==> src/assert_macros.svh <==
// Assertion macros for the module that carries checks.
`ifndef ASSERT_MACROS_SVH
`define ASSERT_MACROS_SVH
`ifndef SYNTHESIS
`define SBP_ASSERT_IMP(label, clk, rst_n, ante, cons) \
    label: assert property (@(posedge clk) disable iff (!rst_n) (ante) |-> (cons)) \
        else $error("assertion failed");
`define SBP_ASSERT_NEXT(label, clk, rst_n, ante, cons) \
    label: assert property (@(posedge clk) disable iff (!rst_n) (ante) |=> (cons)) \
        else $error("assertion failed");
`else
`define SBP_ASSERT_IMP(label, clk, rst_n, ante, cons)
`define SBP_ASSERT_NEXT(label, clk, rst_n, ante, cons)
`endif
`endif

==> src/sbp_pkg.sv <==
// Types and constants of the sparse boolean product rows unit.
package sbp_pkg;

    localparam int ELEM_W = 10;
    localparam int FACE_W = 10;
    localparam int EDGE_W = 12;
    localparam int POS_W  = 15;
    localparam int CAP_W  = 16;
    localparam logic [CAP_W-1:0] CAP_RESET = 16'h8000;

    typedef enum logic
    {
        KIND_LOAD    = 1'b0,
        KIND_PRODUCT = 1'b1
    } kind_t;

    typedef struct packed
    {
        kind_t              kind;
        logic [ELEM_W-1:0]  elem;
        logic [FACE_W-1:0]  face;
        logic [EDGE_W-1:0]  edge_id;
    } item_t;

    typedef struct packed
    {
        logic clearing;
    } back_status_t;

    typedef enum logic [2:0]
    {
        ST_CLEAR,
        ST_IDLE,
        ST_LOAD,
        ST_COUNT,
        ST_WALK,
        ST_FLUSH
    } back_state_t;

endpackage

==> src/sbp_front.sv <==
// Front part: accepts input beats, drops out-of-range items and classifies the rest.
module sbp_front #(
    parameter int MAX_ELEMENTS = 1024,
    parameter int MAX_FACES    = 1024,
    parameter int MAX_EDGES    = 4096
) (
    input  logic                  clk,
    input  logic                  rst_n,
    input  logic                  s_tvalid,
    output logic                  s_tready,
    input  logic [31:0]           s_tdata,   // element_index, face_index, edge_index
    input  logic                  s_tuser,   // command
    input  sbp_pkg::back_status_t status,
    output logic                  f_valid,
    output sbp_pkg::item_t        f_item,
    input  logic                  f_ready
);

    logic           valid_reg, valid_next;
    sbp_pkg::item_t item_reg, item_next;
    logic           accept, keep, push;
    logic [9:0]     elem, face;
    logic [11:0]    edge_id;

    assign elem    = s_tdata[9:0];
    assign face    = s_tdata[19:10];
    assign edge_id = s_tdata[31:20];
    assign push    = valid_reg && f_ready;
    assign s_tready = !status.clearing && (!valid_reg || f_ready);
    assign accept  = s_tvalid && s_tready;

    always_comb
    begin
        item_next.kind    = sbp_pkg::kind_t'(s_tuser);
        item_next.elem    = elem;
        item_next.face    = face;
        item_next.edge_id = edge_id;
        if (s_tuser == sbp_pkg::KIND_PRODUCT)
        begin
            keep = (32'(elem) < MAX_ELEMENTS) && (32'(face) < MAX_FACES);
        end
        else
        begin
            keep = (32'(face) < MAX_FACES) && (32'(edge_id) < MAX_EDGES);
        end
        if (accept && keep)
        begin
            valid_next = 1'b1;
        end
        else if (push)
        begin
            valid_next = 1'b0;
        end
        else
        begin
            valid_next = valid_reg;
        end
    end

    always_ff @(posedge clk or negedge rst_n)
    begin
        if (!rst_n)
        begin
            valid_reg <= 1'b0;
        end
        else
        begin
            valid_reg <= valid_next;
        end
    end

    always_ff @(posedge clk)
    begin
        if (accept && keep)
        begin
            item_reg <= item_next;
        end
    end

    assign f_valid = valid_reg;
    assign f_item  = item_reg;

endmodule

==> config.mk <==
export PLATFORM = sky130hd
export DESIGN_NAME = sbp_front
export DESIGN_NICKNAME = d
export VERILOG_FILES = /design/src/assert_macros.svh /design/src/sbp_pkg.sv /design/src/sbp_front.sv
export SDC_FILE = /design/constraint.sdc
export NUM_CORES = 1
export LEC_CHECK = 0
export ABC_AREA = 1
export BUFFER_PORTS_ARGS = -buffer_cell sky130_fd_sc_hd__clkbuf_2
export CAP_MARGIN = 30
export CORE_MARGIN = 5
export CORE_UTILIZATION = 40
export DETAILED_ROUTE_END_ITERATION = 8
export PLACE_DENSITY = 0.78
export SYNTH_ARGS = -nofsm -noshare
export SYNTH_HDL_FRONTEND = slang
export SYNTH_SLANG_ARGS = --single-unit
==> constraint.sdc <==
create_clock -name clk -period 5.5 [get_ports clk]
set_clock_uncertainty 0.15 [all_clocks]
set_input_delay 0.275 -clock clk [delete_from_list [all_inputs] [get_ports clk]]
set_output_delay 0.275 -clock clk [all_outputs]
set_load 0.02 [all_outputs]
==> results of run 1 <==
registers in the layout, indices dropped and copies added (netlist names):
register,flops
f_item,33
f_valid,1
what timing repair did:
item                      4_1_cts  5_1_grt
setup buffers                   0        0
gates resized for setup         0        0
hold buffers                   34        0
hold endpoints to repair       34        0
through the flow:
| stage | power (W) | instances | worst slack (ns) | area, um2 | hold slack [ns] |
|---|---|---|---|---|---|
| 2_1_floorplan | 0.000327 | 42 | 3.48 | 1050 | -0.171 |
| 3_3_place_gp | 0.000350 | 145 | 4.09 | 1460 | -0.0999 |
| 3_5_place_dp | 0.000353 | 145 | 4.01 | 1460 | -0.0979 |
| 4_1_cts | 0.000493 | 187 | 3.97 | 1850 | 0.0114 |
| 5_1_grt | 0.000515 | 187 | 3.86 | 1850 | 0.0785 |
| 6_report | 0.000495 | 187 | 3.96 | 1850 | 0.0682 |
kinds of logic (layout without fill, tap and decap cells):
kind of cell / count (synthesis) / after routing / synth area share
buf+inv: 4 / 119 / 0.0142
flops: 34 / 34 / 0.963
compound gates: 1 / 1 / 0.00474
simple gates: 3 / 3 / 0.0178
cell usage in the layout, fill, tap and decap left out:
cell | Yosys | layout
dfrtp_1 | 1 | 1
dlygate4sd3_1 | 0 | 34
nor2_2 | 1 | 1
edfxtp_1 | 33 | 33
clkbuf_2 | 0 | 72
clkbuf_1 | 0 | 3
inv_1 | 4 | 4
buf_4 | 0 | 1
clkbuf_4 | 0 | 5
nand2_2 | 2 | 2
o21ai_0 | 1 | 1
critical path: cells and delay by family (launching register included):
kind          cells  cell delay, ns
buf+inv           1            0.37
flops             1            0.42
simple gates      3            0.24
cell type report:
type | instances | area [um2] | share of cell area
Clock buffer | 8 | 48.8 | 0.0264
Timing Repair Buffer | 107 | 708 | 0.383
Tap cell | 30 | 37.5 | 0.0203
Multi-Input combinational cell | 4 | 23.8 | 0.0129
Inverter | 4 | 15.0 | 0.00812
Sequential cell | 34 | 1020 | 0.549
how the worst max path moves through the flow:
stage                 start          to  slack, ns  cells after the start
floorplan           f_valid   f_item[0]       3.48                      3
global placement    f_ready   f_item[2]       4.09                      6
detailed placement  f_valid  f_item[11]       4.01                      4
CTS                 f_valid    s_tready       3.97                      4
global route        f_valid  f_item[31]       3.86                      4
finish              f_valid   f_item[0]       3.96                      4
report_power, final:
part / total [W] / leakage, nW / internal (W) / switching [W]
clock: 0.000127 / 0.0265 / 0.0000510 / 0.0000758
combinational: 0.0000668 / 0.478 / 0.0000331 / 0.0000337
sequential: 0.000301 / 0.319 / 0.000297 / 0.00000364
Yosys cell counts (all sizes together):
| master | n |
|---|---|
| dfrtp | 1 |
| o21ai | 1 |
| nand2 | 2 |
| inv | 4 |
| edfxtp | 33 |
| nor2 | 1 |
layer usage:
metal  up-vias  wire length (um)
li1        387                 -
met1       394              1060
met2        60              1650
met3        11               424
met4         0                87
met5         -                 0
==> results.yml, run 1 <==
routing:
  ant_nets: 0
  viasPerCell: 4.56
  routedWlPerCell_um: 17.2
  drc_errors: 0
  drtPass1Iterations: 4
  drt_iter0_drc: 12
  routed_wl_mm: 3.22
  num_vias: 852
timing:
  fin_crit_ns: 1.54
  fin_setup_tns_ns: 0
  fmax_mhz: 649
  finalSetupViolations: 0
  fin_crit_sh: 0.280
  grt_setup_unrepaired: "false"
  slew_violations: 0
  finalHoldViolCount: 0
  slew-limit-headroom: 0.729
  worst_pin_slew_ns: 0.406
critical_path:
  slowest_delay_ns: 0.42
  arrival_ns: 1.37
  path_max_fanout: 33
  path_cells: "nand2_2, nand2_2, nor2_2, buf_4"
  start_kind: "register"
  worst-setup-path-type: "register to register"
  r2r_end: "f_item[0]"
  r2r-start: "f_valid"
  ff2ff_setup_slack_ns: 3.96
  worstRegToRegCells: 4
  critPathSlowestCell: "dfrtp_1"
  critPathRequiredTime_ns: 5.33
  crit_top_cell: "nand2_2"
  end_kind: "register"
grt:
  grt_max_degree: 34
  grt_first_pass_wirelength_mm: 4.67
  gr-usage-met1: 0.177
  antenna_found_initial: 0
  grt.overflow.total: 0
  grt_usage: 0.190
  grtUsageMet3: 0.0985
  grtUsageMet2: 0.334
  busiest_layer: "met2"
  grt_pass1_vias: 917
clocking:
  cts_max_level: 2
  clock_latency_ns: 0.32
  clock_sinks: 34
  numCtsBuffers: 5
  clk_pin_slew_ns: 0.09
  cts_tree: "yes"
  ctsRootBufferMaster: "clkbuf_4"
  cts_buffer_depth: 2
yosys:
  synth.distinct_cells: 6
  syn_inst: 42
  yosys_warnings: 0
  avgSynthCellArea_um2: 25.1
  synth_area_leaders: "edfxtp_1, dfrtp_1, inv_1"
  syn-num-nets: 80
  synth_largest_area_cell: "edfxtp_1"
  syn_area_um2: 1050
  synth_seq_cells: 34
  ys_seq_area_frac: 0.963
  yosysTopAreaCellShare: 0.940
power:
  power_leakage_nw: 0.824
  peakVddDrop_mv: 0.239
  power.density_nw_per_um2: 267
layout:
  area_delta_synth_final_pct: 75.3
  final_util: 0.740
  antennaDiodeCount: 0
  nFillCells: 161
  nNetsFinal: 194
  layout-drive-gt1-share: 0.516
place:
  gp_congestion: 0.677
  io_buffers: 72
status:
  status: "finished, final reports clean"
worst_hold_path:
  min_to: "f_valid"
  hold_depth: 2
  hold_class: "input port to register"
  hp-start: "status"
die:
  pin_count: 73
  die_area_um2: 3760
  die_y_um: 61.4
  fp.dieW_um: 61.4
  core_area_um2: 2500
  rows: 18
  start_util: 0.422
run:
  max_cap_viol_count: 0
No activity file was read; power rests on OpenSTA's default activity.
==> inputs of run 2 (changes only) <==
ABC_AREA = 0   (was 1)
CORE_UTILIZATION = 39   (was 40)
PLACE_DENSITY = 0.76   (was 0.78)
clock period = 1.6 ns   (was 5.5 ns; I/O delays follow)
==> run 2 against run 1 <==
Register-to-register slack worse by 3.7 ns. Non-clock buffer count is 4 higher. Wire length is 13% lower. Critical endpoint is now s_tready. Highest routed layer unchanged.
==> results.yml, run 2 <==
status:
  status: "finished, final reports clean"
yosys:
  syn-num-nets: 77
  synth_largest_area_cell: "edfxtp_1"
  synth.distinct_cells: 5
  post-synth-top-count-cell: "edfxtp_1"
  avgSynthCellArea_um2: 26.9
  yosys_warnings: 0
  synth_seq_cells: 34
  syn_area_um2: 1050
  synth_edf_count: 33
  synth-async-reset-ratio: 0.0294
  synth_flop_cell: "edfxtp_1"
  yosysTopAreaCellShare: 0.944
  ys_seq_area_frac: 0.968
  syn_inst: 39
  synth_area_leaders: "edfxtp_1, dfrtp_1, nor2b_4"
  synthTopCellsByCount: "edfxtp_1, nand2b_1, nor2_1"
clocking:
  cts_resized: 0
  cts_tree: "yes"
  clock_latency_ns: 0.32
  numCtsBuffers: 5
  post-cts-setup-buffers: 0
  clk_pin_slew_ns: 0.10
  ctsRootBufferMaster: "clkbuf_4"
  cts_max_level: 2
  cts_buffer_depth: 2
  clock_sinks: 34
layout:
  nNetsFinal: 195
  antennaDiodeCount: 0
  nFillCells: 165
  layout-drive-gt1-share: 0.513
  largest_reg_flops: 33
  final_common_cell: "clkbuf_2"
  mostFrequentLayoutCells: "clkbuf_2, dlygate4sd3_1, edfxtp_1"
  area_delta_synth_final_pct: 81.5
critical_path:
  critPathRequiredTime_ns: 1.37
  worst-setup-path-type: "register to output port"
  path_max_fanout: 3
  start_kind: "register"
  slowest_delay_ns: 0.41
  critPathSlowestCell: "dfrtp_2"
  path_delay_family: "flip-flops"
  arrival_ns: 1.19
  end_kind: "output port"
  cp_num_buf_inv: 1
  path_cells: "nor2b_4, nor2_1, clkbuf_2"
timing:
  finalHoldViolCount: 0
  fmax_mhz: 703
  worst_pin_slew_ns: 0.172
  fin_crit_sh: 0.889
  fin_crit_ns: 1.42
  finalSetupViolations: 0
  grt_setup_unrepaired: "false"
  holdWs_ns: 0.264
  slew-limit-headroom: 0.885
  slew_violations: 0
place:
  gp_congestion: 0.666
  io_buffers: 72
  dp_hpwl_mm: 1.58
worst_hold_path:
  hold_class: "input port to register"
grt:
  grt_pass1_vias: 862
  grt_first_pass_wirelength_mm: 4.09
  grt_max_degree: 34
  antenna_found_initial: 0
  grt_usage: 0.166
  grt.overflow.total: 0
routing:
  routed_wl_mm: 2.79
  ant_nets: 0
  viasPerCell: 4.28
  num_vias: 804
  routedWlPerCell_um: 14.9
  drc_errors: 0
  drtPass1Iterations: 2
  drt_iter0_drc: 12
die:
  start_util: 0.416
  die_y_um: 61.9
  core_area_um2: 2520
  fp.dieW_um: 61.9
  die_area_um2: 3830
  pin_count: 73
  rows: 18
power:
  power.density_nw_per_um2: 887
  total_power_w: 0.00169
  power_leakage_nw: 0.828
  peakVddDrop_mv: 0.695
run:
  max_cap_viol_count: 0
-- run 2: layout make-up --
class	count	area [um2]	area share
sequential	34	1020	0.534
timing repair buffer	111	761	0.399
multi-input combinational	5	41.3	0.0217
clock buffer	5	37.5	0.0197
tap	30	37.5	0.0197
clock inverter	3	11.3	0.00591
-- run 2: metrics by stage --
stage / cells / setup slack [ns] / utilization / TNS (ns) / cell area [um2]
after CTS: 188 / 0.206 / 0.755 / 0 / 1910
after global routing: 188 / 0.119 / 0.755 / 0 / 1910
after detailed placement: 142 / 0.307 / 0.585 / 0 / 1480
after floorplan: 39 / -0.0275 / - / -0.906 / 1060
after global placement: 142 / 0.333 / 0.585 / 0 / 1480
final: 188 / 0.177 / 0.755 / 0 / 1910
-- run 2: per-layer routing --
layer	GRT usage	vias to the layer above	routed length, um
met3	0.0868	10	325
li1	-	389	-
met4	0.0879	0	68
met1	0.157	354	973
met2	0.288	51	1430
met5	0	-	0
-- run 2: path summary, 6_finish.rpt --
kind / endpoint / startpoint / slack, ns / cells after the start
max in group asynchronous: f_valid / rst_n / 0.74 / 3
min in group asynchronous: f_valid / rst_n / 0.45 / 3
worst max register to register: f_item[2] / f_valid / 0.30 / 3
worst min register to register: f_valid / f_valid / 0.54 / 2
worst min-delay path: f_item[28] / status / 0.26 / 4
worst max-delay path: s_tready / f_valid / 0.18 / 3
-- run 2: worst reg2reg max path: stages (launching register included) --
cell	delay, ns
dfrtp_2	0.41
nor2b_4	0.14
nor2_4	0.09
buf_12	0.20
-- run 2: power breakdown --
part	total, W	internal [W]	switching (W)
sequential	0.00103	0.00102	0.0000111
clock	0.000417	0.000156	0.000261
combinational	0.000240	0.000127	0.000113
total	0.00169	0.00131	0.000385
-- run 2: kinds of logic after synthesis --
| kind of cell | after synthesis | synth area share |
|---|---|---|
| flops | 34 | 0.968 |
| simple gates | 5 | 0.0322 |
-- run 2: timing repair --
action | 4_1_cts | 5_1_grt
setup endpoints to repair | 0 | 0
hold buffers | 38 | 0
endpoints found under the hold margin | 35 | 0
