### src/assert_macros.svh
// Assertion macros for the module that carries checks.
`ifndef ASSERT_MACROS_SVH
`define ASSERT_MACROS_SVH
`ifndef SYNTHESIS
`define SBP_ASSERT_IMP(label, clk, rst_n, ante, cons) \
    label: assert property (@(posedge clk) disable iff (!rst_n) (ante) |-> (cons)) \
        else $error("assertion failed");
`define SBP_ASSERT_NEXT(label, clk, rst_n, ante, cons) \
    label: assert property (@(posedge clk) disable iff (!rst_n) (ante) |=> (cons)) \
        else $error("assertion failed");
`else
`define SBP_ASSERT_IMP(label, clk, rst_n, ante, cons)
`define SBP_ASSERT_NEXT(label, clk, rst_n, ante, cons)
`endif
`endif

### src/sbp_pkg.sv
// Types and constants of the sparse boolean product rows unit.
package sbp_pkg;

    localparam int ELEM_W = 10;
    localparam int FACE_W = 10;
    localparam int EDGE_W = 12;
    localparam int POS_W  = 15;
    localparam int CAP_W  = 16;
    localparam logic [CAP_W-1:0] CAP_RESET = 16'h8000;

    typedef enum logic
    {
        KIND_LOAD    = 1'b0,
        KIND_PRODUCT = 1'b1
    } kind_t;

    typedef struct packed
    {
        kind_t              kind;
        logic [ELEM_W-1:0]  elem;
        logic [FACE_W-1:0]  face;
        logic [EDGE_W-1:0]  edge_id;
    } item_t;

    typedef struct packed
    {
        logic clearing;
    } back_status_t;

    typedef enum logic [2:0]
    {
        ST_CLEAR,
        ST_IDLE,
        ST_LOAD,
        ST_COUNT,
        ST_WALK,
        ST_FLUSH
    } back_state_t;

endpackage

### src/sbp_queue.sv
// Two-entry queue that decouples the front part from the back part.
module sbp_queue (
    input  logic           clk,
    input  logic           rst_n,
    input  logic           in_valid,
    input  sbp_pkg::item_t in_item,
    output logic           in_ready,
    output logic           out_valid,
    output sbp_pkg::item_t out_item,
    input  logic           out_pop
);

    sbp_pkg::item_t slot_reg [2];
    logic           wr_ptr_reg, wr_ptr_next;
    logic           rd_ptr_reg, rd_ptr_next;
    logic [1:0]     fill_reg, fill_next;
    logic           do_push, do_pop;

    assign in_ready  = (fill_reg != 2'd2);
    assign out_valid = (fill_reg != 2'd0);
    assign out_item  = slot_reg[rd_ptr_reg];
    assign do_push   = in_valid && in_ready;
    assign do_pop    = out_pop && out_valid;

    always_comb
    begin
        wr_ptr_next = wr_ptr_reg ^ do_push;
        rd_ptr_next = rd_ptr_reg ^ do_pop;
        fill_next   = fill_reg + 2'(do_push) - 2'(do_pop);
    end

    always_ff @(posedge clk or negedge rst_n)
    begin
        if (!rst_n)
        begin
            wr_ptr_reg <= 1'b0;
            rd_ptr_reg <= 1'b0;
            fill_reg   <= 2'd0;
        end
        else
        begin
            wr_ptr_reg <= wr_ptr_next;
            rd_ptr_reg <= rd_ptr_next;
            fill_reg   <= fill_next;
        end
    end

    always_ff @(posedge clk)
    begin
        if (do_push)
        begin
            slot_reg[wr_ptr_reg] <= in_item;
        end
    end

endmodule

### config.mk
export PLATFORM = sky130hd
export DESIGN_NAME = sbp_queue
export DESIGN_NICKNAME = d
export VERILOG_FILES = /design/src/assert_macros.svh /design/src/sbp_pkg.sv /design/src/sbp_queue.sv
export SDC_FILE = /design/constraint.sdc
export NUM_CORES = 1
export LEC_CHECK = 0
export ABC_AREA = 1
export BUFFER_PORTS_ARGS = -buffer_cell sky130_fd_sc_hd__buf_2
export CAP_MARGIN = 20
export CORE_MARGIN = 1.5
export CORE_UTILIZATION = 51
export CTS_CLUSTER_SIZE = 24
export DETAILED_ROUTE_END_ITERATION = 10
export GPL_TIMING_DRIVEN = 0
export MAX_ROUTING_LAYER = met4
export PLACE_DENSITY = 0.78
export SYNTH_ARGS = -nofsm -noshare
export SYNTH_HDL_FRONTEND = slang
export SYNTH_SLANG_ARGS = --single-unit
### constraint.sdc
create_clock -name clk -period 3 [get_ports clk]
set_input_delay 0.45 -clock clk [delete_from_list [all_inputs] [get_ports clk]]
set_output_delay 0.45 -clock clk [all_outputs]
set_load 0.005 [all_outputs]
==> metrics.md, run 1 <==
| Metric | Value |
|---|---|
| Share of post-route cells with drive strength above 1 | 36.9% |
| Max-cap check violation count | 0 |
| Final Max Tran Viols | 0 |
| Startpoint types | register |
| First-pass GRT wire length | 6730 um |
| CTS HTree Levels | 3 |
| # setup viols final | 0 |
| Post-synthesis sequential area ratio | 77.4% |
| Cell row count | 26 |
| Final hold violation count | 0 |
| Initial Util | 52.6% |
| Largest net degree at the start of global routing | 34 |
| Final Cycle Share | 61.0% |
| Reg2reg path depth | 5 |
| Via count | 1648 |
| Slew headroom | 44.2% |
| Remaining DRCs | 0 |
| Area Overhead vs Synth | 24.9% |
| Post-route ant nets | 0 |
| # placed instances | 346 |
| Ant. Diodes | 0 |
| Mean Syn Cell Area | 13.2 sq um |
| GPL Wtd Cong | 0.820 |
| Synthesized netlist cell count | 204 |
| Insertion delay to the later sink of the worst-skew pair | 0.33 ns |
| Logic pwr share | 33.7% |
| Synth area leader | edfxtp_1 |
| Non-filler cells in the finished layout | 363 |
| Reg clk slew, reported paths | 0.07 ns |
| CTS tree | done |
| Switch Pwr | 1000 uW |
| Max clock buf depth | 2 |
| Setup bufs post-CTS | 0 |
| GRT overflow | 0 |
| Drt initial violations | 78 |
| Height of the die | 75.6 um |
| Highest Clock Rate | 546 MHz |
| Commonest non-fill, non-tap cell in the layout | nand2_1 |
| #FFs+latches synth | 70 |
| Commonest cells after routing, fill and taps aside | 97 x nand2_1, 71 x buf_2, 66 x edfxtp_1, 12 x nand2_2 |
| Worst hold stages | 1 |
| CP endpoint kind | register |
| IO Pins | 72 |
| Unique cell type count in the Yosys netlist | 14 |
| Fillers | 381 |
| Resized cells post-CTS | 0 |
| Status | completed |
| Wirelength, routed | 4330 um |
| Tot GR Track Use | 17.6% |
| Worst vdd ir | 0.000562 V |
| Core ar. | 5110 sq um |
| Initial DRT Pass Iterations | 4 |
| Area contributors post-synth | edfxtp_1 74%, nand2_1 14%, dfrtp_1 3.7%, nand2_2 2.8%, buf_6 1.7% |
| Switching share of power | 31.7% |
| Worst slew pin tran | 0.837 ns |
| Static leakage | 0.00149 uW |
| Sequential Power Share | 44.6% |
| Kind of critical path | register to register |
| Final clock skew | 0.00560 ns |
| Mapped cell area | 2690 sq um |
| Vias in the first global route | 1602 |
| Synthesized net count | 243 |
| P_int | 2160 uW |
| Unrepaired setup endpoints after global routing | no |
| Min Tclk post-route | 1.83 ns |
| Root Buffer | clkbuf_8 |
| HP Class | primary input to register |
| Max reg flops | 66 |
| Critical path launch point | fill_reg[0] |
| Initial antenna violation count | 0 |
| R2R Path Start | fill_reg[0] |
| PwrDens | 940 nW/um^2 |
| Hold Path Origin | in_item[4] |
| Nets | 327 |
| Synth Warn # | 0 |
| CP max FO | 33 |
| Critical Path AT | 1.78 ns |
| Clock sinks | 70 |
| Req. time, crit path | 2.95 ns |
| WL per Instance | 11.9 um |
| Port Buffer Count | 71 |
| DIE AREA | 5720 sq um |
| Final core occ | 65.8% |
| Die width | 75.6 um |
| Synth top area share | 73.7% |
| Via density | 4.54 |
| Part of the power in the clock network | 21.8% |
| CTS buffer count | 9 |
| Dpl hpwl | 2880 um |
| Worst hold margin | 0.305 ns |
## through the flow
stage	setup TNS (ns)	instance area, sq um	setup WS (ns)	total power [uW]
after floorplan	0	2690	0.609	2060
after global placement	-5.49	3130	-0.168	2450
after detailed placement	0	3170	1.16	2510
after CTS	0	3360	1.17	3200
after global routing	0	3360	1.07	3410
final	0	3360	1.17	3160
## synthesized netlist by cell type (all sizes together)
master,instances
ha,2
nand3,1
edfxtp,66
nand2,109
o21ai,1
buf,7
inv,10
dfrtp,4
xor2,1
nor2,3
## kinds of logic (layout without fill, tap and decap cells)
family,after synthesis,after routing,synth area share (%)
AOI/OAI and AO/OA,1,1,0.186
xor gates and xnor gates,1,1,0.326
adders and majority gates,2,2,0.931
buffers and inverters,17,106,4.09
DFF,70,70,77.4
and+or+nand+nor,113,113,17.0
## power by group through the flow
stage          combinational, uW  clock (uW)  sequential [uW]
3_3_place_gp                1020           0             1430
6_report                    1060         687             1410
2_1_floorplan                637           0             1420
4_1_cts                     1090         702             1410
5_1_grt                     1240         744             1430
3_5_place_dp                1080           0             1430
## metal layers
layer / part of all wire, % / track usage, %
met3: 5.3 / 6.48
met4: 0.53 / 8.33
met1: 42 / 17.4
met5: 0 / -
met2: 53 / 30.4
## area by class of cell
type,count,area (sq um),area share [%]
flip-flops and latches,70,2080,62.0
multi-input cells,117,507,15.1
repair buffers,73,393,11.7
clock buffers,10,128,3.80
well taps,70,87.6,2.61
plain buffers,7,67.6,2.01
clock inverters,6,52.6,1.56
inverters,10,42.5,1.27
## final timing paths
kind                                        end  slack (ns)
worst max-delay path            slot_reg[0][11]        1.17
worst min-delay path             slot_reg[0][4]        0.31
worst max register to register  slot_reg[0][11]        1.17
worst min register to register      fill_reg[0]        0.57
max in group asynchronous           fill_reg[1]        2.43
min in group asynchronous           fill_reg[0]        0.44
## what timing repair did
item                                    CTS  global route
endpoints found under the setup margin    0             0
hold buffers                              1             0
endpoints found under the hold margin     4             0
## critical path: stages, from the launching register on
cell,delay [ns]
dfrtp_1,0.40
inv_1,0.07
nand2_2,0.06
nand2_2,0.09
inv_1,0.09
ha_2,0.74
No activity file was read; power rests on OpenSTA's default activity.
==> inputs of run 2 (changes only) <==
- ABC_AREA: 1 -> 0
- CORE_UTILIZATION: 51 -> 46
- PLACE_DENSITY: 0.78 -> 0.74
- clock period: 3 -> 1.5 ns (I/O delays scaled with it)
==> run 2 against run 1 <==
The run now ends with setup timing left. Core utilization rose by 1.1 points. Worst hold slack got worse by 0.23 ns. Clock skew barely moved. Non-clock buffer count rose by 1. First-iteration DRC count fell by 31%. Clock power rose to 2.8 times the previous value. Sequential cell count did not move. Synthesized cell count fell by 38%. Area after synthesis fell by 2.5%. Critical path type is now register to output port.
==> metrics.md, run 2 <==
| Metric | Value |
|---|---|
| Status | complete, but fails checks (was completed) |
| Failing checks | setup timing |
| Mean Syn Cell Area | 20.8 sq um (was 13.2 sq um) |
| CTS buffer count | 9 (unchanged) |
| Mapped cell area | 2620 sq um (was 2690 sq um) |
| R2R Path Start | fill_reg[0] (unchanged) |
| Final hold violation count | 0 (unchanged) |
| Height of the die | 78.5 um (was 75.6 um) |
| CP endpoint kind | output port (was register) |
| Fillers | 373 (was 381) |
| Most used DFF post-synth | edfxtp_1 (unchanged) |
| PwrDens | 2010 nW/um^2 (was 940 nW/um^2) |
| Hold Path Origin | in_item[22] (was in_item[4]) |
| Post-synth top cells | 66 x edfxtp_1, 33 x mux2_2, 4 x dfrtp_1, 3 x buf_6 (was 97 x nand2_1, 66 x edfxtp_1, 12 x nand2_2, 9 x inv_1) |
| Critical path launch point | rd_ptr_reg (was fill_reg[0]) |
| Share of post-route cells with drive strength above 1 | 61.4% (was 36.9%) |
| Unique cell type count in the Yosys netlist | 20 (was 14) |
| Post-route ant nets | 0 (unchanged) |
| CTS tree | done (unchanged) |
| First-pass GRT wire length | 6890 um (was 6730 um) |
| IO Pins | 72 (unchanged) |
| Top-count cell post-synth | edfxtp_1 (was nand2_1) |
| Final setup TNS | -4.59 ns (was 0 ns) |
| Min Tclk post-route | 1.66 ns |
| Wirelength, routed | 4720 um (was 4330 um) |
| Cell row count | 27 (was 26) |
| Area Overhead vs Synth | 40.5% (was 24.9%) |
| Largest net degree at the start of global routing | 18 (was 34) |
| Core ar. | 5510 sq um (was 5110 sq um) |
| Worst vdd ir | 0.00127 V (was 0.000562 V) |
| Final clock skew | 0.00604 ns (was 0.00560 ns) |
| Max reg flops | 66 (unchanged) |
| GRT overflow | 0 (unchanged) |
| Post-synthesis sequential area ratio | 79.4% (was 77.4%) |
| Worst setup margin | -0.159 ns (was 1.17 ns) |
| Slew headroom | 82.9% (was 44.2%) |
| Reg clk slew, reported paths | 0.07 ns (about the same) |
| Startpoint types | register (unchanged) |
| Unrepaired setup endpoints after global routing | yes (was no) |
| Ant. Diodes | 0 (unchanged) |
| Final Max Tran Viols | 0 (unchanged) |
| Remaining DRCs | 0 (unchanged) |
| CTS HTree Levels | 3 (unchanged) |
| Critical Path AT | 1.43 ns (was 1.78 ns) |
| Max-cap check violation count | 0 (unchanged) |
| Initial Util | 47.6% (was 52.6%) |
| Dpl hpwl | 2710 um (was 2880 um) |
| Nets | 254 (was 327) |
| Tot GR Track Use | 16.1% (was 17.6%) |
| Synthesized netlist cell count | 126 (was 204) |
| Port Buffer Count | 71 (unchanged) |
| Static leakage | 0.00148 uW (was 0.00149 uW) |
| Drt initial violations | 54 (was 78) |
| Area contributors post-synth | edfxtp_1 76%, mux2_2 14%, dfrtp_1 3.8%, buf_6 1.3%, ha_1 0.95% (was edfxtp_1 74%, nand2_1 14%, dfrtp_1 3.7%, nand2_2 2.8%, buf_6 1.7%) |
| Commonest non-fill, non-tap cell in the layout | edfxtp_1 (was nand2_1) |
| DIE AREA | 6160 sq um (was 5720 sq um) |
| Via count | 1418 (was 1648) |
| Via density | 4.86 (was 4.54) |
| Insertion delay to the later sink of the worst-skew pair | 0.33 ns (about the same) |
| Synth Warn # | 0 (unchanged) |
| Kind of critical path | register to output port (was register to register) |
| # placed instances | 269 (was 346) |
| Clock sinks | 70 (unchanged) |
| Root Buffer | clkbuf_8 (unchanged) |
| HP Class | primary input to register (unchanged) |
| Initial antenna violation count | 0 (unchanged) |
| Commonest cells after routing, fill and taps aside | 66 x edfxtp_1, 50 x buf_2, 22 x buf_6, 22 x mux2_4, 11 x mux2_2 (was 97 x nand2_1, 71 x buf_2, 66 x edfxtp_1, 12 x nand2_2) |
| #FFs+latches synth | 70 (unchanged) |
| Req. time, crit path | 1.27 ns (was 2.95 ns) |
| Fraction of registers with async set/reset | 5.71% (unchanged) |
| EDFF count, synth | 66 (unchanged) |
| Final Cycle Share | 111% |
| Synth area leader | edfxtp_1 (unchanged) |
| Die width | 78.5 um (was 75.6 um) |
| GPL Wtd Cong | 0.682 (was 0.820) |
| Synthesized net count | 165 (was 243) |
| Worst slew pin tran | 0.256 ns (was 0.837 ns) |
| WL per Instance | 16.1 um (was 11.9 um) |
| CP max FO | 10 (was 33) |
| Final core occ | 66.9% (was 65.8%) |
| Vias in the first global route | 1464 (was 1602) |
| Highest Clock Rate | 603 MHz |
| Initial DRT Pass Iterations | 4 (unchanged) |
| # setup viols final | 33 (was 0) |
| Non-filler cells in the finished layout | 292 (was 363) |
| Max clock buf depth | 2 (unchanged) |
| Synth top area share | 75.6% (was 73.7%) |
| Worst hold margin | 0.0767 ns (was 0.305 ns) |
## run 2: cell count changes in the layout (fill, tap and decap cells not counted), sizes merged, moves of 2 or more
cell	change
clkinv	-3
inv	-8
mux2	+33
bufinv	+3
and3	+2
xnor2	+2
nand2	-108
## run 2: per-stage QoR
step / total power (uW) / area [sq um] / setup WS (ns)
after CTS: 7020 / 3520 / -0.192
final: 7410 / 3680 / -0.159
after global placement: 4610 / 3080 / -0.215
after detailed placement: 4650 / 3080 / -0.218
after global routing: 7750 / 3680 / -0.230
after floorplan: 3960 / 2640 / 0.0162
## run 2: routing by layer
layer,routed length [um],track usage [%],vias to the layer above
met1,2020,18.8,686
met2,2350,25.4,52
met5,0,-,-
met3,254,3.95,11
met4,89,9.64,0
li1,-,-,669
## run 2: power by group
| group | total [uW] | internal (uW) | switching, uW |
|---|---|---|---|
| sequential | 2840 | 2680 | 161 |
| clock | 1930 | 1260 | 667 |
| combinational | 2630 | 1610 | 1020 |
| total | 7410 | 5550 | 1850 |
## run 2: timing repair
| item | in CTS | in global routing |
|---|---|---|
| resized for setup | 22 | 34 |
| gates cloned | 2 | 0 |
| hold buffers | 1 | 0 |
| setup endpoints to repair | 99 | 66 |
| endpoints found under the hold margin | 4 | 0 |
| buffers inserted | 4 | 0 |
| pin swaps | 1 | 0 |
## run 2: cell type report
type                       instances  area, sq um  share of cell area (%)
multi-input combinational         51          612                    16.6
clock inverter                     7          136                    3.70
sequential                        70         2080                    56.6
inverter                           2         7.51                   0.204
timing repair buffer              77          562                    15.3
tap                               72         90.1                    2.45
buffer                             4         66.3                    1.80
clock buffer                       9          124                    3.36
## run 2: logic make-up (layout without fill, tap and decap cells)
kind of cell | count (synthesis) | in the layout | synth area share (%)
AND/OR/NAND/NOR | 9 | 10 | 1.81
flip-flops | 70 | 70 | 79.4
multiplexers | 33 | 33 | 14.2
AO/OA/AOI/OAI | 4 | 4 | 1.19
XOR/XNOR | 2 | 2 | 0.668
buffers and inverters | 6 | 99 | 1.77
adder cells (fa/ha/maj) | 2 | 2 | 0.955
## run 2: final timing paths
path,endpoint,slack [ns],depth (start not counted)
max in group asynchronous,fill_reg[0],1.15,2
setup / recovery,out_item[24],-0.16,4
hold / removal,slot_reg[1][22],0.08,1
min in group asynchronous,fill_reg[1],0.22,2
setup reg to reg,slot_reg[0][8],0.10,4
hold reg to reg,fill_reg[0],0.60,1
## run 2: critical path, cell delays in order, from the launching register on
cell and delay (ns):
dfrtp_1 0.34, buf_6 0.15, buf_12 0.14, mux2_2 0.34, buf_2 0.13
==> inputs of run 3 (changes only) <==
- CORE_MARGIN: 1.5 -> 2
- GPL_TIMING_DRIVEN: 0 -> default
==> run 3 against run 2 <==
The flow still finishes with violations (setup timing). Sequential power barely moved. Design area fell by 7.4%. First-iteration DRC count rose by 120%. Cell count fell by 1.4%. Combinational power fell by 24%. Worst hold slack improved by 0.0055 ns. Die area rose by 2.6%. Sequential share of layout area rose by 4.5 points. Critical path depth fell by 1. Clock power fell by 20%. Wire length fell by 13%. Core utilization fell by 5.0 points. Critical path type unchanged. Critical endpoint is now out_item[8]. Largest power group unchanged.
==> metrics.md, run 3 (synthesized netlist as in run 2, its figures left out) <==
| Metric | Value |
|---|---|
| CTS HTree Levels | 3 (unchanged) |
| Height of the die | 79.5 um (was 78.5 um) |
| Worst hold stages | 1 (unchanged) |
| Failing checks | setup timing (unchanged) |
| CTS buffer count | 9 (unchanged) |
| R2R Path Start | fill_reg[0] (unchanged) |
| Worst hold endpoint | slot_reg[0][4] (was slot_reg[1][22]) |
| Via count | 1384 (was 1418) |
| Kind of critical path | register to output port (unchanged) |
| Via density | 4.81 (was 4.86) |
| First-pass GRT wire length | 6200 um (was 6890 um) |
| Hold Path Origin | in_item[4] (was in_item[22]) |
| Dpl hpwl | 2730 um (was 2710 um) |
| CP endpoint kind | output port (unchanged) |
| Highest Clock Rate | 613 MHz (was 603 MHz) |
| Core ar. | 5510 sq um (unchanged) |
| Static leakage | 0.00132 uW (was 0.00148 uW) |
| Area Overhead vs Synth | 30.1% (was 40.5%) |
| Max reg flops | 66 (unchanged) |
| Critical R2R Capture | slot_reg[0][25] (was slot_reg[0][8]) |
| Worst setup margin | -0.131 ns (was -0.159 ns) |
| # placed instances | 272 (was 269) |
| Unrepaired setup endpoints after global routing | yes (unchanged) |
| Critical Path AT | 1.41 ns (was 1.43 ns) |
| Vias in the first global route | 1377 (was 1464) |
| Tot GR Track Use | 14.0% (was 16.1%) |
| Drt initial violations | 119 (was 54) |
| Req. time, crit path | 1.27 ns (about the same) |
| Setup WS pre-CTS | 0.158 ns (was -0.218 ns) |
| Remaining DRCs | 0 (unchanged) |
| Worst slew pin tran | 0.198 ns (was 0.256 ns) |
| HP Class | primary input to register (unchanged) |
| Final Max Tran Viols | 0 (unchanged) |
| Max-cap check violation count | 0 (unchanged) |
| Initial antenna violation count | 0 (unchanged) |
| Share of post-route cells with drive strength above 1 | 58.3% (was 61.4%) |
| GRT busiest layer | met2 (unchanged) |
| Startpoint types | register (unchanged) |
| Min Tclk post-route | 1.63 ns (was 1.66 ns) |
| DIE AREA | 6320 sq um (was 6160 sq um) |
| GRT overflow | 0 (unchanged) |
| Non-filler cells in the finished layout | 288 (was 292) |
| Ant. Diodes | 0 (unchanged) |
| Final clock skew | 0.00334 ns (was 0.00604 ns) |
| Largest net degree at the start of global routing | 22 (was 18) |
| Slew headroom | 86.7% (was 82.9%) |
| Nets | 250 (was 254) |
| Commonest cells after routing, fill and taps aside | 66 x buf_2, 66 x edfxtp_1, 27 x mux2_2, 9 x clkbuf_8 (was 66 x edfxtp_1, 50 x buf_2, 22 x buf_6, 22 x mux2_4, 11 x mux2_2) |
| Clock sinks | 70 (unchanged) |
| FF-to-FF setup slack | 0.11 ns (was 0.10 ns) |
| Final hold violation count | 0 (unchanged) |
| Total power | 6360 uW (was 7410 uW) |
| GPL Wtd Cong | 0.749 (was 0.682) |
| Cell row count | 27 (unchanged) |
| # setup viols final | 33 (unchanged) |
| CTS tree | done (unchanged) |
| Port Buffer Count | 71 (unchanged) |
| Met1 usage in global routing | 16.4% (was 18.8%) |
| Initial DRT Pass Iterations | 4 (unchanged) |
| Max clock buf depth | 2 (unchanged) |
| GRT met3 Usage | 3.73% (was 3.95%) |
| Final core occ | 61.9% (was 66.9%) |
| IO Pins | 72 (unchanged) |
| M2 GR Usage | 22.0% (was 25.4%) |
| Reg clk slew, reported paths | 0.07 ns (about the same) |
| Die width | 79.5 um (was 78.5 um) |
| CP max FO | 21 (was 10) |
| Post-route ant nets | 0 (unchanged) |
| WL per Instance | 14.2 um (was 16.1 um) |
| PwrDens | 1870 nW/um^2 (was 2010 nW/um^2) |
| Final Cycle Share | 109% (was 111%) |
| Reg2reg path depth | 4 (unchanged) |
| Setup bufs post-CTS | 0 (was 4) |
| Initial Util | 47.6% (unchanged) |
| Worst vdd ir | 0.00100 V (was 0.00127 V) |
| Wirelength, routed | 4090 um (was 4720 um) |
| Root Buffer | clkbuf_8 (unchanged) |
| Status | complete, but fails checks (unchanged) |
| Insertion delay to the later sink of the worst-skew pair | 0.33 ns (about the same) |
## run 3: worst max path at each step
stage	from	endpoint	slack, ns	depth (start not counted)
floorplan	fill_reg[0]	slot_reg[1][0]	0.02	2
CTS	rd_ptr_reg	out_item[29]	-0.15	3
global route	rd_ptr_reg	out_item[8]	-0.21	3
detailed placement	fill_reg[1]	slot_reg[0][4]	0.16	4
global placement	rd_ptr_reg	out_item[5]	0.18	3
finish	rd_ptr_reg	out_item[8]	-0.13	3
## run 3: critical path, cell delays in order (launching register included)
cell and delay [ns]:
dfrtp_1 0.40, buf_12 0.19, mux2_2 0.35, buf_2 0.13
## run 3: what timing repair did
action                     CTS  global route
pin swaps                    0             0
gates resized for setup      9             3
hold endpoints to repair     4             0
cloned                       0             0
setup endpoints to repair   34            33
hold buffers                 1             0
## run 3: cell type report
cell class | instances | area (sq um)
clock inverter | 5 | 73.8
inverter | 2 | 7.51
fill | 433 | 2100
sequential | 70 | 2080
multi-input combinational | 50 | 529
timing repair buffer | 78 | 495
clock buffer | 11 | 131
tap | 72 | 90.1
## run 3: metrics by stage
stage / hold slack, ns / area (sq um) / setup TNS, ns
2_1_floorplan: -0.0706 / 2640 / 0
3_3_place_gp: 0.0402 / 3140 / 0
3_5_place_dp: 0.0416 / 3140 / 0
4_1_cts: 0.0655 / 3400 / -4.55
5_1_grt: 0.0674 / 3410 / -6.25
6_report: 0.0821 / 3410 / -3.68
## run 3: layer usage
layer / share of wire, % / vias to the layer above
li1: - / 666
met1: 43 / 659
met2: 48 / 50
met3: 7.2 / 9
met4: 1.8 / 0
met5: 0 / -
## run 3: where the power goes
group          leakage (uW)  internal, uW  switching (uW)
registers          0.000661          2670             140
clock network      0.000105           926             615
logic              0.000558          1140             868
